===== config.mk =====
export PLATFORM = sky130hd
export DESIGN_NAME = wav_header_parser_unit
export DESIGN_NICKNAME = d
export VERILOG_FILES = /design/src/sv/wavhp_pkg.sv /design/src/sv/wavhp_in_stage.sv /design/src/sv/wavhp_core.sv /design/src/sv/wavhp_out_stage.sv /design/src/sv/wav_header_parser_unit.sv
export SDC_FILE = /design/constraint.sdc
export NUM_CORES = 1
export LEC_CHECK = 0
export BUFFER_PORTS_ARGS = -buffer_cell sky130_fd_sc_hd__clkbuf_2
export CORE_ASPECT_RATIO = 2
export CORE_UTILIZATION = 30
export CTS_BUF_LIST = sky130_fd_sc_hd__clkbuf_16
export DETAILED_ROUTE_END_ITERATION = 10
export SYNTH_ARGS = -nofsm -noshare
export SYNTH_HDL_FRONTEND = slang
export SYNTH_HIERARCHICAL = 1
export SYNTH_SLANG_ARGS = --single-unit

===== constraint.sdc =====
create_clock -name clock -period 13.65 [get_ports clock]
set_input_delay 0.6825 -clock clock [delete_from_list [all_inputs] [get_ports clock]]
set_output_delay 0.6825 -clock clock [all_outputs]
set_load 0.01 [all_outputs]

===== src/sv/wavhp_pkg.sv =====
`timescale 1ns / 1ps
package wavhp_pkg;

   localparam logic [2:0] ERR_NONE      = 3'd0;
   localparam logic [2:0] ERR_NOT_WAVE  = 3'd1;
   localparam logic [2:0] ERR_NOT_PCM   = 3'd2;
   localparam logic [2:0] ERR_FMT_SHORT = 3'd3;
   localparam logic [2:0] ERR_INVALID   = 3'd4;

   localparam logic [2:0] PH_RIFF  = 3'd0;
   localparam logic [2:0] PH_CHUNK = 3'd1;
   localparam logic [2:0] PH_FMT   = 3'd2;
   localparam logic [2:0] PH_SKIP  = 3'd3;
   localparam logic [2:0] PH_DONE  = 3'd4;

   localparam logic [31:0] TAG_RIFF = 32'h5249_4646;
   localparam logic [31:0] TAG_WAVE = 32'h5741_5645;
   localparam logic [31:0] TAG_FMT  = 32'h666D_7420;
   localparam logic [31:0] TAG_DATA = 32'h6461_7461;

   localparam logic [15:0] FMT_PCM = 16'd1;

   typedef struct packed {
      logic [7:0] data_byte;
      logic       first;
      logic       last;
   } item_type;

   typedef struct packed {
      logic        ok;
      logic [2:0]  error_code;
      logic [31:0] data_start;
      logic [31:0] data_size;
      logic [31:0] sample_rate;
      logic [1:0]  channel_count;
      logic [4:0]  sample_bits;
   } result_type;

endpackage


===== src/sv/wavhp_in_stage.sv =====
`timescale 1ns / 1ps
module wavhp_in_stage (
   input  logic                clock,
   input  logic                reset,
   input  logic                req_valid,
   output logic                req_stall,
   input  logic [7:0]          req_data_byte,
   input  logic                req_first,
   input  logic                req_last,
   input  logic                adv,
   output logic                item_valid,
   output wavhp_pkg::item_type item
);

   logic                item_valid_ff;
   logic                item_valid_in;
   wavhp_pkg::item_type item_ff;
   logic                take;

   // holds a word until the core consumes it
   assign req_stall = item_valid_ff && !adv;
   assign take      = req_valid && !req_stall;

   always_comb begin
      item_valid_in = item_valid_ff;
      if (take) begin
         item_valid_in = 1'b1;
      end else if (adv) begin
         item_valid_in = 1'b0;
      end
   end

   always_ff @(posedge clock) begin
      if (reset) begin
         item_valid_ff <= 1'b0;
      end else begin
         item_valid_ff <= item_valid_in;
      end
   end

   always_ff @(posedge clock) begin
      if (take) begin
         item_ff.data_byte <= req_data_byte;
         item_ff.first     <= req_first;
         item_ff.last      <= req_last;
      end
   end

   assign item_valid = item_valid_ff;
   assign item       = item_ff;

endmodule


===== src/sv/wavhp_core.sv =====
`timescale 1ns / 1ps
module wavhp_core (
   input  logic                  clock,
   input  logic                  reset,
   input  logic                  adv,
   input  wavhp_pkg::item_type   item,
   output logic                  res_valid,
   output wavhp_pkg::result_type res
);

   logic [2:0]  phase_ff,    phase_in,    cur_phase;
   logic [31:0] offset_ff,   offset_in,   cur_offset;
   logic [3:0]  fc_ff,       fc_in,       cur_fc;
   logic [31:0] tag_ff,      tag_in,      cur_tag;
   logic [31:0] len_ff,      len_in,      cur_len;
   logic [32:0] skip_ff,     skip_in,     cur_skip;
   logic        fseen_ff,    fseen_in,    cur_fseen;
   logic [15:0] fmt_ff,      fmt_in,      cur_fmt;
   logic [15:0] ch_ff,       ch_in,       cur_ch;
   logic [31:0] rate_ff,     rate_in,     cur_rate;
   logic [15:0] bits_ff,     bits_in,     cur_bits;
   logic        finished_ff, finished_in, cur_finished;

   logic [7:0]  b;
   logic [31:0] tag_shift;
   logic [4:0]  flen;
   logic [32:0] skip_dec;
   logic        rep;
   logic [2:0]  err;
   logic        hdr_good;

   function automatic logic [4:0] fmt_len(input logic [31:0] len);
      fmt_len = (len > 32'd16) ? 5'd16 : len[4:0];
   endfunction

   always_comb begin
      // a first word restarts from the reset state
      if (item.first) begin
         cur_phase    = wavhp_pkg::PH_RIFF;
         cur_offset   = '0;
         cur_fc       = '0;
         cur_tag      = '0;
         cur_len      = '0;
         cur_skip     = '0;
         cur_fseen    = 1'b0;
         cur_fmt      = '0;
         cur_ch       = '0;
         cur_rate     = '0;
         cur_bits     = '0;
         cur_finished = 1'b0;
      end else begin
         cur_phase    = phase_ff;
         cur_offset   = offset_ff;
         cur_fc       = fc_ff;
         cur_tag      = tag_ff;
         cur_len      = len_ff;
         cur_skip     = skip_ff;
         cur_fseen    = fseen_ff;
         cur_fmt      = fmt_ff;
         cur_ch       = ch_ff;
         cur_rate     = rate_ff;
         cur_bits     = bits_ff;
         cur_finished = finished_ff;
      end

      phase_in    = cur_phase;
      offset_in   = cur_offset;
      fc_in       = cur_fc;
      tag_in      = cur_tag;
      len_in      = cur_len;
      skip_in     = cur_skip;
      fseen_in    = cur_fseen;
      fmt_in      = cur_fmt;
      ch_in       = cur_ch;
      rate_in     = cur_rate;
      bits_in     = cur_bits;
      finished_in = cur_finished;

      b         = item.data_byte;
      tag_shift = {cur_tag[23:0], b};
      flen      = fmt_len(cur_len);
      skip_dec  = cur_skip - 33'd1;
      hdr_good  = 1'b0;
      rep       = 1'b0;
      err       = wavhp_pkg::ERR_NONE;
      res       = '0;

      if (!cur_finished) begin
         case (cur_phase)
            wavhp_pkg::PH_RIFF: begin
               tag_in = tag_shift;
               if (cur_fc == 4'd3 && tag_shift != wavhp_pkg::TAG_RIFF) begin
                  rep = 1'b1;
                  err = wavhp_pkg::ERR_NOT_WAVE;
               end else if (cur_fc >= 4'd11) begin
                  if (tag_shift != wavhp_pkg::TAG_WAVE) begin
                     rep = 1'b1;
                     err = wavhp_pkg::ERR_NOT_WAVE;
                  end else begin
                     phase_in = wavhp_pkg::PH_CHUNK;
                     fc_in    = '0;
                  end
               end else begin
                  fc_in = cur_fc + 4'd1;
               end
            end
            wavhp_pkg::PH_CHUNK: begin
               case (cur_fc)
                  4'd0, 4'd1, 4'd2, 4'd3: tag_in = tag_shift;
                  4'd4:    len_in = {24'd0, b};
                  4'd5:    len_in = cur_len | {16'd0, b, 8'd0};
                  4'd6:    len_in = cur_len | {8'd0, b, 16'd0};
                  default: len_in = cur_len | {b, 24'd0};
               endcase
               if (cur_fc >= 4'd7) begin
                  fc_in = '0;
                  if (tag_in == wavhp_pkg::TAG_FMT) begin
                     fmt_in  = '0;
                     ch_in   = '0;
                     rate_in = '0;
                     bits_in = '0;
                     if (len_in == 32'd0) begin
                        // empty fmt body reads as format zero
                        rep = 1'b1;
                        err = wavhp_pkg::ERR_NOT_PCM;
                     end else begin
                        phase_in = wavhp_pkg::PH_FMT;
                     end
                  end else if (tag_in == wavhp_pkg::TAG_DATA) begin
                     rep      = 1'b1;
                     hdr_good = cur_fseen && (len_in != 32'd0) &&
                                (cur_ch == 16'd1 || cur_ch == 16'd2) &&
                                (cur_bits == 16'd8 || cur_bits == 16'd16);
                     err      = hdr_good ? wavhp_pkg::ERR_NONE : wavhp_pkg::ERR_INVALID;
                     res.data_start    = cur_offset + 32'd1;
                     res.data_size     = len_in;
                     res.sample_rate   = cur_rate;
                     res.channel_count = cur_ch[1:0];
                     res.sample_bits   = cur_bits[4:0];
                  end else begin
                     skip_in  = {1'b0, len_in} + {32'd0, len_in[0]};
                     phase_in = (skip_in != 33'd0) ? wavhp_pkg::PH_SKIP : wavhp_pkg::PH_CHUNK;
                  end
               end else begin
                  fc_in = cur_fc + 4'd1;
               end
            end
            wavhp_pkg::PH_FMT: begin
               case (cur_fc)
                  4'd0:    fmt_in  = {8'd0, b};
                  4'd1:    fmt_in  = cur_fmt | {b, 8'd0};
                  4'd2:    ch_in   = {8'd0, b};
                  4'd3:    ch_in   = cur_ch | {b, 8'd0};
                  4'd4:    rate_in = {24'd0, b};
                  4'd5:    rate_in = cur_rate | {16'd0, b, 8'd0};
                  4'd6:    rate_in = cur_rate | {8'd0, b, 16'd0};
                  4'd7:    rate_in = cur_rate | {b, 24'd0};
                  4'd14:   bits_in = {8'd0, b};
                  4'd15:   bits_in = cur_bits | {b, 8'd0};
                  default: ;
               endcase
               if (({1'b0, cur_fc} + 5'd1) >= flen) begin
                  if (fmt_in != wavhp_pkg::FMT_PCM) begin
                     rep = 1'b1;
                     err = wavhp_pkg::ERR_NOT_PCM;
                  end else begin
                     fseen_in = 1'b1;
                     fc_in    = '0;
                     // rest of the body plus the pad byte of an odd size
                     skip_in  = ({1'b0, cur_len} - {28'd0, flen}) + {32'd0, cur_len[0]};
                     phase_in = (skip_in != 33'd0) ? wavhp_pkg::PH_SKIP : wavhp_pkg::PH_CHUNK;
                  end
               end else begin
                  fc_in = cur_fc + 4'd1;
               end
            end
            wavhp_pkg::PH_SKIP: begin
               skip_in = skip_dec;
               if (skip_dec == 33'd0) begin
                  phase_in = wavhp_pkg::PH_CHUNK;
                  fc_in    = '0;
               end
            end
            default: ;
         endcase

         offset_in = cur_offset + 32'd1;

         if (!rep && item.last) begin
            rep = 1'b1;
            if (phase_in == wavhp_pkg::PH_RIFF) begin
               err = wavhp_pkg::ERR_NOT_WAVE;
            end else if (phase_in == wavhp_pkg::PH_FMT) begin
               err = wavhp_pkg::ERR_FMT_SHORT;
            end else begin
               // end of stream without data chunk: size zero never validates
               err = wavhp_pkg::ERR_INVALID;
            end
         end

         if (rep) begin
            finished_in = 1'b1;
            phase_in    = wavhp_pkg::PH_DONE;
         end
      end

      res.error_code = err;
      res.ok         = rep && (err == wavhp_pkg::ERR_NONE);
      if (!res.ok) begin
         res.data_start    = '0;
         res.data_size     = '0;
         res.sample_rate   = '0;
         res.channel_count = '0;
         res.sample_bits   = '0;
      end
      res_valid = rep;
   end

   always_ff @(posedge clock) begin
      if (reset) begin
         phase_ff    <= wavhp_pkg::PH_RIFF;
         offset_ff   <= '0;
         fc_ff       <= '0;
         tag_ff      <= '0;
         len_ff      <= '0;
         skip_ff     <= '0;
         fseen_ff    <= 1'b0;
         fmt_ff      <= '0;
         ch_ff       <= '0;
         rate_ff     <= '0;
         bits_ff     <= '0;
         finished_ff <= 1'b0;
      end else if (adv) begin
         phase_ff    <= phase_in;
         offset_ff   <= offset_in;
         fc_ff       <= fc_in;
         tag_ff      <= tag_in;
         len_ff      <= len_in;
         skip_ff     <= skip_in;
         fseen_ff    <= fseen_in;
         fmt_ff      <= fmt_in;
         ch_ff       <= ch_in;
         rate_ff     <= rate_in;
         bits_ff     <= bits_in;
         finished_ff <= finished_in;
      end
   end

endmodule


===== src/sv/wavhp_out_stage.sv =====
`timescale 1ns / 1ps
module wavhp_out_stage (
   input  logic                  clock,
   input  logic                  reset,
   input  logic                  item_valid,
   input  logic                  res_valid,
   input  wavhp_pkg::result_type res,
   output logic                  adv,
   output logic                  rsp_valid,
   input  logic                  rsp_stall,
   output logic                  rsp_ok,
   output logic [2:0]            rsp_error_code,
   output logic [31:0]           rsp_data_start,
   output logic [31:0]           rsp_data_size,
   output logic [31:0]           rsp_sample_rate,
   output logic [1:0]            rsp_channel_count,
   output logic [4:0]            rsp_sample_bits
);

   logic                  rsp_valid_ff;
   logic                  rsp_valid_in;
   wavhp_pkg::result_type rsp_ff;

   // the core steps when an item is held and the result slot is empty or draining this cycle
   assign adv = item_valid && (!rsp_valid_ff || !rsp_stall);

   always_comb begin
      rsp_valid_in = rsp_valid_ff;
      if (adv) begin
         rsp_valid_in = res_valid;
      end else if (!rsp_stall) begin
         rsp_valid_in = 1'b0;
      end
   end

   always_ff @(posedge clock) begin
      if (reset) begin
         rsp_valid_ff <= 1'b0;
      end else begin
         rsp_valid_ff <= rsp_valid_in;
      end
   end

   always_ff @(posedge clock) begin
      if (adv && res_valid) begin
         rsp_ff <= res;
      end
   end

   assign rsp_valid         = rsp_valid_ff;
   assign rsp_ok            = rsp_ff.ok;
   assign rsp_error_code    = rsp_ff.error_code;
   assign rsp_data_start    = rsp_ff.data_start;
   assign rsp_data_size     = rsp_ff.data_size;
   assign rsp_sample_rate   = rsp_ff.sample_rate;
   assign rsp_channel_count = rsp_ff.channel_count;
   assign rsp_sample_bits   = rsp_ff.sample_bits;

endmodule


===== src/sv/wav_header_parser_unit.sv =====
// A result word is formed from the byte in the input register and stored in the
// result register when the core steps. Throughput: 1 byte per cycle unless a held
// result is stalled; the parse state updates once per byte. The input and result
// registers decouple the two channels. Reset (synchronous, active high) empties
// both registers and returns the parser to the RIFF tag phase with all fields zero.
`timescale 1ns / 1ps
module wav_header_parser_unit (
   input  logic        clock,
   input  logic        reset,
   input  logic        req_valid,
   output logic        req_stall,
   input  logic [7:0]  req_data_byte,
   input  logic        req_first,
   input  logic        req_last,
   output logic        rsp_valid,
   input  logic        rsp_stall,
   output logic        rsp_ok,
   output logic [2:0]  rsp_error_code,
   output logic [31:0] rsp_data_start,
   output logic [31:0] rsp_data_size,
   output logic [31:0] rsp_sample_rate,
   output logic [1:0]  rsp_channel_count,
   output logic [4:0]  rsp_sample_bits
);

   logic                  adv;
   logic                  item_valid;
   wavhp_pkg::item_type   item;
   logic                  res_valid;
   wavhp_pkg::result_type res;

   wavhp_in_stage u_in_stage (
      .clock         (clock),
      .reset         (reset),
      .req_valid     (req_valid),
      .req_stall     (req_stall),
      .req_data_byte (req_data_byte),
      .req_first     (req_first),
      .req_last      (req_last),
      .adv           (adv),
      .item_valid    (item_valid),
      .item          (item)
   );

   wavhp_core u_core (
      .clock     (clock),
      .reset     (reset),
      .adv       (adv),
      .item      (item),
      .res_valid (res_valid),
      .res       (res)
   );

   wavhp_out_stage u_out_stage (
      .clock             (clock),
      .reset             (reset),
      .item_valid        (item_valid),
      .res_valid         (res_valid),
      .res               (res),
      .adv               (adv),
      .rsp_valid         (rsp_valid),
      .rsp_stall         (rsp_stall),
      .rsp_ok            (rsp_ok),
      .rsp_error_code    (rsp_error_code),
      .rsp_data_start    (rsp_data_start),
      .rsp_data_size     (rsp_data_size),
      .rsp_sample_rate   (rsp_sample_rate),
      .rsp_channel_count (rsp_channel_count),
      .rsp_sample_bits   (rsp_sample_bits)
   );

endmodule


==> flow_summary.toml, run 1 <==
[worst_setup_path]
crit_cells = 23
path_cells = "buf_4 -> inv_2 -> buf_4 -> nand2_1 -> ha_1 -> nor4bb_2 -> buf_4 -> nand2_1 -> a21boi_0 -> ha_1 -> inv_1 -> a211oi_1 -> nand3_1 -> or4_4 -> nand2_1 -> a21oi_1 -> nand2b_1 -> nand2_1 -> inv_1 -> nand2_1 -> a21oi_4 -> buf_4 -> buf_4"
crit_path_start = "u_in_stage/item[1]$_DFFE_PP_"
crit_fanout = 52
critPathCaptureType = "flip-flop"
r2r_cells = 23
worstSetupPathType = "flip-flop to flip-flop"
r2r-start = "u_in_stage/item[1]$_DFFE_PP_"
path_buf_inv = 8
cp_slowest_stage_delay_ns = 0.79
cp-start-kind = "flip-flop"
cp_slowest_cell = "a211oi_1"
crit_family = "buffers and inverters"
arrival_ns = 8.84
crit_required_ns = 13.91

[sta]
rsz0062_at_grt = "no"
tns_ns = 0
worstMarginPinSlew_ns = 1.15
hold_viol = 0
fin_crit_ns = 8.58
slew_headroom_pct = 23.0
skew_ns = 0.0259
fmax_ghz = 0.116
fin_crit_sh_pct = 62.9
finalMaxSlewViolations = 0
setup_viol = 0

[synth]
synth_cell_types = 101
yosysTopAreaCellShare_pct = 21.4
seq_area_frac_synth_pct = 38.4
ys_ff_latch = 337
yosys.area_share.simple_pct = 25.4
yosys-top-cells-area = "dfxtp_1 (21%), edfxtp_1 (17%), nor2_1 (7.6%), a22oi_1 (5.8%), nand2_1 (3.6%)"
async_flop_share_pct = 0
synth_area_mm2 = 0.0206
synthCells = 2510
synth_flop_cell = "dfxtp_1"
synth_top_cell_by_area = "dfxtp_1"
synth_xor_area_share_pct = 4.93
synth-compound-area-share_pct = 22.4
synth_area_per_cell_um2 = 8.22
synth_fa_ha_area_share_pct = 3.71
synth_edf_count = 117
yosys_warnings = 6
muxShareOfSynthArea_pct = 0.413
synth_top_family_by_area = "simple AND/OR/NAND/NOR gates"

[detailed_routing]
drt-total-wl_mm = 80.2
viasPerCell = 5.71
drt-initial-drc-count = 1641
drtAntennaViolNets = 0
dr.pass1.iters = 5
drc = 0
wire_per_inst_um = 23.2
vias = 19774

[floorplanning]
die_area_mm2 = 0.0699
ios = 123
num_rows = 135
start_util_pct = 30.4
fp.dieH_um = 373
chipWidth_um = 187
core_mm2 = 0.0679

[placed_design]
portBuffers = 122
globalplace.congestion = 0.996
hpwl_mm = 57.3

[finish]
nFillCells = 7159
syn2layout_area_growth_pct = 11.9
drive_gt1_share_pct = 10.8
ff_latch_area_mm2 = 0.00792
utilization_pct = 34.0
multi_input_area_mm2 = 0.0118
layout.nets = 2619

[power_and_ir_drop]
ir_drop_mv = 0.104
total_leakage_power_uw = 0.00845
power_per_cell_area_mw_per_mm2 = 95.8

[clocking]
h-tree-depth = 1
tritoncts = "yes"
cts_sinks = 337
cts_hold_buf = 0
clk_latency_ns = 0.65
path_clk_slew_ns = 0.07
clockBufferDepth = 3
cts_buffers = 31
cts-root-buf = "clkbuf_16"
ctsResizeCount = 0
post_cts_buffers = 0

[status]
status = "complete, no violations"

[global_route]
grt_overflow = 0
grt_antenna_before_repair = 0
grt_pass1_vias = 19233
grt_pass1_wl_mm = 119
grt_use_total_pct = 22.3
grt_max_degree = 93

[min_path]
hp-start = "req_data_byte[2]"
min_path_cells = 1
hold_path_class = "input pin to flip-flop"

[job]
drv_cap = 0
-- final timing paths --
| kind | end | slack [ns] |
|---|---|---|
| setup / recovery | u_out_stage/rsp_sample_rate[1]$_DFFE_PP_ | 5.07 |
| hold reg to reg | u_core/fseen_ff$_SDFFE_PP0P_ | 0.46 |
| hold / removal | u_in_stage/item[4]$_DFFE_PP_ | 0.21 |
| setup reg to reg | u_out_stage/rsp_sample_rate[1]$_DFFE_PP_ | 5.07 |
-- synthesized netlist by cell type (19+ instances only) --
library cell,n
nor2_1,418
dfxtp_1,220
nand2_1,198
a22oi_1,159
a21oi_1,147
o21ai_0,136
clkbuf_1,118
edfxtp_1,117
xnor2_1,77
inv_1,68
ha_1,58
nor3_1,57
and2_1,52
nand3_1,47
nor2b_1,44
xor2_1,39
nor4_1,38
buf_2,29
nand4_1,27
nand2b_1,26
or3_1,22
a31oi_1,20
and3_1,19
-- cell usage in the layout (no fill, tap or decap), types with 56 or more instances in the layout --
cell type | netlist | routed
a21oi_1 | 147 | 146
a22oi_1 | 159 | 159
clkbuf_2 | 0 | 121
dfxtp_1 | 220 | 220
edfxtp_1 | 117 | 117
ha_1 | 58 | 58
inv_1 | 68 | 70
nand2_1 | 198 | 198
nor2_1 | 418 | 417
nor3_1 | 57 | 56
o21ai_0 | 136 | 136
xnor2_1 | 77 | 77
-- logic make-up (layout without fill, tap and decap cells) --
| kind of cell | Yosys count | after routing |
|---|---|---|
| flip-flops | 337 | 337 |
| adder cells (fa/ha/maj) | 60 | 60 |
| XOR/XNOR | 116 | 116 |
| other | 1 | 4 |
| AND/OR/NAND/NOR | 1059 | 1059 |
| buffers and inverters | 236 | 294 |
| AO/OA/AOI/OAI | 693 | 693 |
| multiplexers | 8 | 8 |
-- worst reg2reg max path: cells and delay by family (launching register included) --
kind | cells | cell delay [ns]
AND/OR/NAND/NOR | 9 | 2.39
adder cells (fa/ha/maj) | 2 | 0.78
flip-flops | 1 | 0.33
buffers and inverters | 8 | 2.55
AO/OA/AOI/OAI | 4 | 2.04
-- power breakdown --
group,total [uW],leakage [uW],switching [uW],internal [uW]
registers,1060,0.00296,12.0,1050
logic,197,0.00496,152,45.5
clock network,953,0.000532,450,503
-- per-layer routing --
layer | up-vias | track usage (%) | share of wire, % | wire, um
met5 | - | 0 | 0 | 0
met4 | 0 | 17.0 | 8.2 | 6590
met3 | 287 | 2.67 | 5.1 | 4100
met2 | 834 | 40.0 | 50 | 40300
met1 | 9499 | 23.7 | 36 | 29200
li1 | 9154 | - | - | -
-- through the flow --
step / setup WS, ns / instances / hold slack, ns / cell area [um2] / total power (uW)
final: 5.07 / 3461 / 0.209 / 23100 / 2210
after floorplan: 2.40 / 2512 / 0.432 / 20600 / 1200
after global placement: 5.51 / 3402 / 0.447 / 22000 / 1280
after CTS: 5.34 / 3460 / 0.179 / 23100 / 2240
after detailed placement: 5.38 / 3402 / 0.452 / 22000 / 1280
after global routing: 4.84 / 3460 / 0.202 / 23100 / 2280
-- registers in the layout (all words and copies together) (netlist names), 5 cells and up --
name and flops:
u_core/ch_ff 16, u_out_stage/rsp_data_size 32, u_core/fmt_ff 16, u_core/offset_ff 32
u_in_stage/item 10, u_core/len_ff 32, u_core/tag_ff 32, u_core/skip_ff 33
u_out_stage/rsp_sample_rate 32, u_core/rate_ff 32, u_out_stage/rsp_sample_bits 5, u_core/bits_ff 16
u_out_stage/rsp_data_start 32
-- final cells by class --
cell class,count,share of cell area (%)
Inverter,70,1.14
Multi-Input combinational cell,1939,51.0
Clock buffer,33,3.58
Timing Repair Buffer,166,4.10
Tap cell,890,4.82
Sequential cell,337,34.3
Clock inverter,25,1.05
Antenna cell,1,0.0108
(Power assumes the default switching activity.)
==> run 2: changes to the inputs <==
clock period = 8 ns   (was 13.65 ns; I/O delays follow)
==> flow_summary.toml, run 2 (synthesized netlist as in run 1, its figures left out) <==
[detailed_routing]
dr.pass1.iters = 6
drt-initial-drc-count = 1690
wire_per_inst_um = 22.2
drt-total-wl_mm = 77.5
drc = 0
drtAntennaViolNets = 0
vias = 19690
viasPerCell = 5.65

[worst_setup_path]
critPathCaptureType = "flip-flop"
crit_required_ns = 8.33
crit_top_cell = "inv_1"
path_buf_inv = 6
crit_family = "compound AO/OA/AOI/OAI gates"
worstSetupPathType = "flip-flop to flip-flop"
crit_fanout = 19
cp_slowest_stage_delay_ns = 0.62
cp-start-kind = "flip-flop"
cp_slowest_cell = "a2111oi_0"
arrival_ns = 7.42

[sta]
fin_crit_ns = 7.09
skew_ns = 0.0400
slew_headroom_pct = 15.5
hold_viol = 0
rsz0062_at_grt = "no"
fmax_ghz = 0.141
finalMaxSlewViolations = 0
setup_viol = 0
worstMarginPinSlew_ns = 1.26
tns_ns = 0
whs_ns = 0.0248
fin_crit_sh_pct = 88.6
fin_ws_ns = 0.912

[clocking]
h-tree-depth = 2
cts_buffers = 35
clockBufferDepth = 3
post_cts_buffers = 0
cts_sinks = 337
cts-root-buf = "clkbuf_16"
tritoncts = "yes"
path_clk_slew_ns = 0.07
clk_latency_ns = 0.58

[placed_design]
globalplace.congestion = 0.966
placed_area_mm2 = 0.0221
hpwl_mm = 55.8
portBuffers = 122
post-place-ws_ns = 0.935

[finish]
final_area_mm2 = 0.0233
layout.nets = 2639
drive_gt1_share_pct = 10.9
syn2layout_area_growth_pct = 13.0
largest_reg_flops = 33
layout_common_cells = "nor2_1 (417), dfxtp_1 (220), nand2_1 (198)"
regMostFlops = "u_core/skip_ff"
mostFrequentLayoutCell = "nor2_1"

[floorplanning]
core_mm2 = 0.0679
num_rows = 135
fp.dieH_um = 373
start_util_pct = 30.4
ios = 123
die_area_mm2 = 0.0699
chipWidth_um = 187

[power_and_ir_drop]
power_per_cell_area_mw_per_mm2 = 162
total_leakage_power_uw = 0.00859
ir_drop_mv = 0.127

[global_route]
grt_pass1_vias = 19148
grt_overflow = 0
grt_use_total_pct = 21.5
grt_antenna_before_repair = 0
grt_max_degree = 127
grt_pass1_wl_mm = 116

[min_path]
hold_path_class = "input pin to flip-flop"

[job]
drv_cap = 0

[status]
status = "complete, no violations"
run 2: cell types whose count changed in the layout (fill, tap and decap cells not counted), sizes merged:
cell	delta
buf	+11
dlygate4sd3	+5
inv	+5
clkbuf	+2
bufinv	-1
clkinv	+1
clkinvlp	-1
run 2: path summary, 6_finish.rpt:
kind / endpoint / cells past startpoint / start / slack, ns
hold / removal: u_in_stage/item[5]$_DFFE_PP_ / 1 / req_data_byte[3] / 0.02
hold reg to reg: u_core/skip_ff[31]$_SDFFE_PP0P_ / 2 / u_core/skip_ff[31]$_SDFFE_PP0P_ / 0.48
setup / recovery: u_out_stage/rsp_error_code[1]$_DFFE_PP_ / 30 / u_in_stage/item[1]$_DFFE_PP_ / 0.91
setup reg to reg: u_out_stage/rsp_error_code[1]$_DFFE_PP_ / 30 / u_in_stage/item[1]$_DFFE_PP_ / 0.91
run 2: per-layer routing:
metal / vias to the layer above / part of all wire (%) / track usage, %
met5: - / 0 / 0
met4: 0 / 7.8 / 16.0
met3: 299 / 5.2 / 2.80
li1: 9207 / - / -
met2: 827 / 51 / 39.0
met1: 9357 / 36 / 22.4
run 2: final cells by class:
cell class	instances	area (um2)
fillers	7202	44600
inverters	70	263
multi-input cells	1939	11800
well taps	890	1110
repair buffers	182	1120
diodes	1	2.50
flip-flops and latches	337	7920
clock buffers	35	876
clock inverters	29	231
run 2: timing repair:
| action | CTS | global route |
|---|---|---|
| hold buffers | 5 | 0 |
| hold endpoints to repair | 5 | 0 |
| gates resized for setup | 0 | 0 |
run 2: power breakdown:
| part | leakage, uW | total (uW) | internal (uW) | switching (uW) |
|---|---|---|---|---|
| clock | 0.000580 | 1630 | 875 | 750 |
| sequential | 0.00296 | 1810 | 1790 | 20.0 |
| combinational | 0.00505 | 340 | 82.9 | 257 |
run 2: per-stage QoR:
step	instances	utilization [%]	total power [uW]
floorplan	2512	-	2040
global placement	3413	32.6	2180
detailed placement	3413	32.6	2180
CTS	3482	34.3	3820
global route	3482	34.3	3900
finish	3483	34.3	3780
==> run 3: changes to the inputs <==
clock period = 7.65 ns   (was 8 ns; I/O delays follow)
==> flow_summary.toml, run 3 (synthesized netlist as in run 1, its figures left out) <==
[floorplanning]
fp.dieH_um = 373
die_area_mm2 = 0.0699
core_mm2 = 0.0679
num_rows = 135
start_util_pct = 30.4
chipWidth_um = 187
ios = 123

[detailed_routing]
vias = 19780
wire_per_inst_um = 22.6
dr.pass1.iters = 6
drtAntennaViolNets = 0
drc = 0
drt-total-wl_mm = 78.9
drt-initial-drc-count = 1759
viasPerCell = 5.66

[clocking]
clk_latency_ns = 0.58
h-tree-depth = 2
cts-root-buf = "clkbuf_16"
cts_buffers = 35
path_clk_slew_ns = 0.07
cts_sinks = 337
tritoncts = "yes"
clockBufferDepth = 3

[worst_setup_path]
cp-start-kind = "flip-flop"
critPathCaptureType = "flip-flop"
arrival_ns = 7.58
crit_top_cell = "inv_1"
crit_required_ns = 7.97
cp_slowest_stage_delay_ns = 0.78
crit_fanout = 19
cp_slowest_cell = "a2111oi_0"
worstSetupPathType = "flip-flop to flip-flop"

[finish]
final_area_mm2 = 0.0235
layout.nets = 2650
layout_common_cells = "nor2_1 (417), dfxtp_1 (220), nand2_1 (198)"
final_cells = 3493
syn2layout_area_growth_pct = 13.9
diodes = 0
mostFrequentLayoutCell = "nor2_1"
regMostFlops = "u_core/skip_ff"
largest_reg_flops = 33
utilization_pct = 34.6
drive_gt1_share_pct = 11.4

[placed_design]
portBuffers = 122
globalplace.congestion = 0.982
placed_area_mm2 = 0.0222
placedCellCount = 3421
hpwl_mm = 56.8

[global_route]
grt_pass1_vias = 19502
grt_antenna_before_repair = 1
grt_pass1_wl_mm = 119
grt_overflow = 0
grt_max_degree = 81
grt_use_total_pct = 22.1

[status]
status = "complete, no violations"

[sta]
setup_viol = 0
slew_headroom_pct = 18.3
fin_crit_sh_pct = 94.8
hold_viol = 0
skew_ns = 0.0268
finalMaxSlewViolations = 0
fin_crit_ns = 7.26
tns_ns = 0
worstMarginPinSlew_ns = 1.22
fmax_ghz = 0.138
rsz0062_at_grt = "no"

[job]
drv_cap = 0

[power_and_ir_drop]
ir_drop_mv = 0.150
power_per_cell_area_mw_per_mm2 = 175
total_leakage_power_uw = 0.00866
total_power_uw = 4110

[min_path]
hold_path_class = "input pin to flip-flop"
run 3: metal layers:
layer,up-vias,wire [um],share of wire (%),global-route usage (%)
met1,9465,29300,37,23.7
met3,260,3830,4.8,2.44
li1,9241,-,-,-
met2,814,39900,51,40.1
met5,-,0,0,0
met4,0,5860,7.4,15.3
run 3: worst paths after layout:
kind	startpoint	to	slack, ns	cells past startpoint
hold reg to reg	u_core/fseen_ff$_SDFFE_PP0P_	u_core/fseen_ff$_SDFFE_PP0P_	0.47	2
hold / removal	req_first	u_in_stage/item[1]$_DFFE_PP_	0.03	1
setup reg to reg	u_in_stage/item[1]$_DFFE_PP_	u_out_stage/rsp_error_code[1]$_DFFE_PP_	0.39	30
setup / recovery	u_in_stage/item[1]$_DFFE_PP_	u_out_stage/rsp_error_code[1]$_DFFE_PP_	0.39	30
run 3: final cells by class:
type	instances	area (um2)
well taps	890	1110
clock inverters	28	315
repair buffers	193	1210
multi-input cells	1939	11800
flip-flops and latches	337	7920
clock buffers	36	901
inverters	70	263
fillers	7176	44400
run 3: power breakdown:
group          total, uW  switching [uW]  internal, uW
sequential          1890            19.6          1870
combinational        359             270          89.3
clock               1850             810          1040
run 3: critical path: cells and delay by family (launching register included):
| kind | cells | cell delay (ns) |
|---|---|---|
| AOI/OAI and AO/OA | 12 | 2.81 |
| xor gates and xnor gates | 1 | 0.18 |
| adders and majority gates | 4 | 1.25 |
| buffers and inverters | 6 | 1.02 |
| DFF | 1 | 0.44 |
| and+or+nand+nor | 7 | 1.32 |
run 3: repair_timing:
| item | in CTS | in global routing |
|---|---|---|
| buffers inserted | 0 | 0 |
| hold buffers | 8 | 0 |
| gates resized for setup | 0 | 0 |
| endpoints found under the setup margin | 0 | 0 |
| endpoints found under the hold margin | 8 | 0 |
run 3: stage by stage:
step / setup slack [ns] / hold WS [ns]
final: 0.394 / 0.0260
after CTS: 0.495 / 0.0102
after floorplan: 0.0252 / 0.432
after detailed placement: 0.507 / 0.462
after global routing: 0.125 / 0.0220
after global placement: 0.505 / 0.458
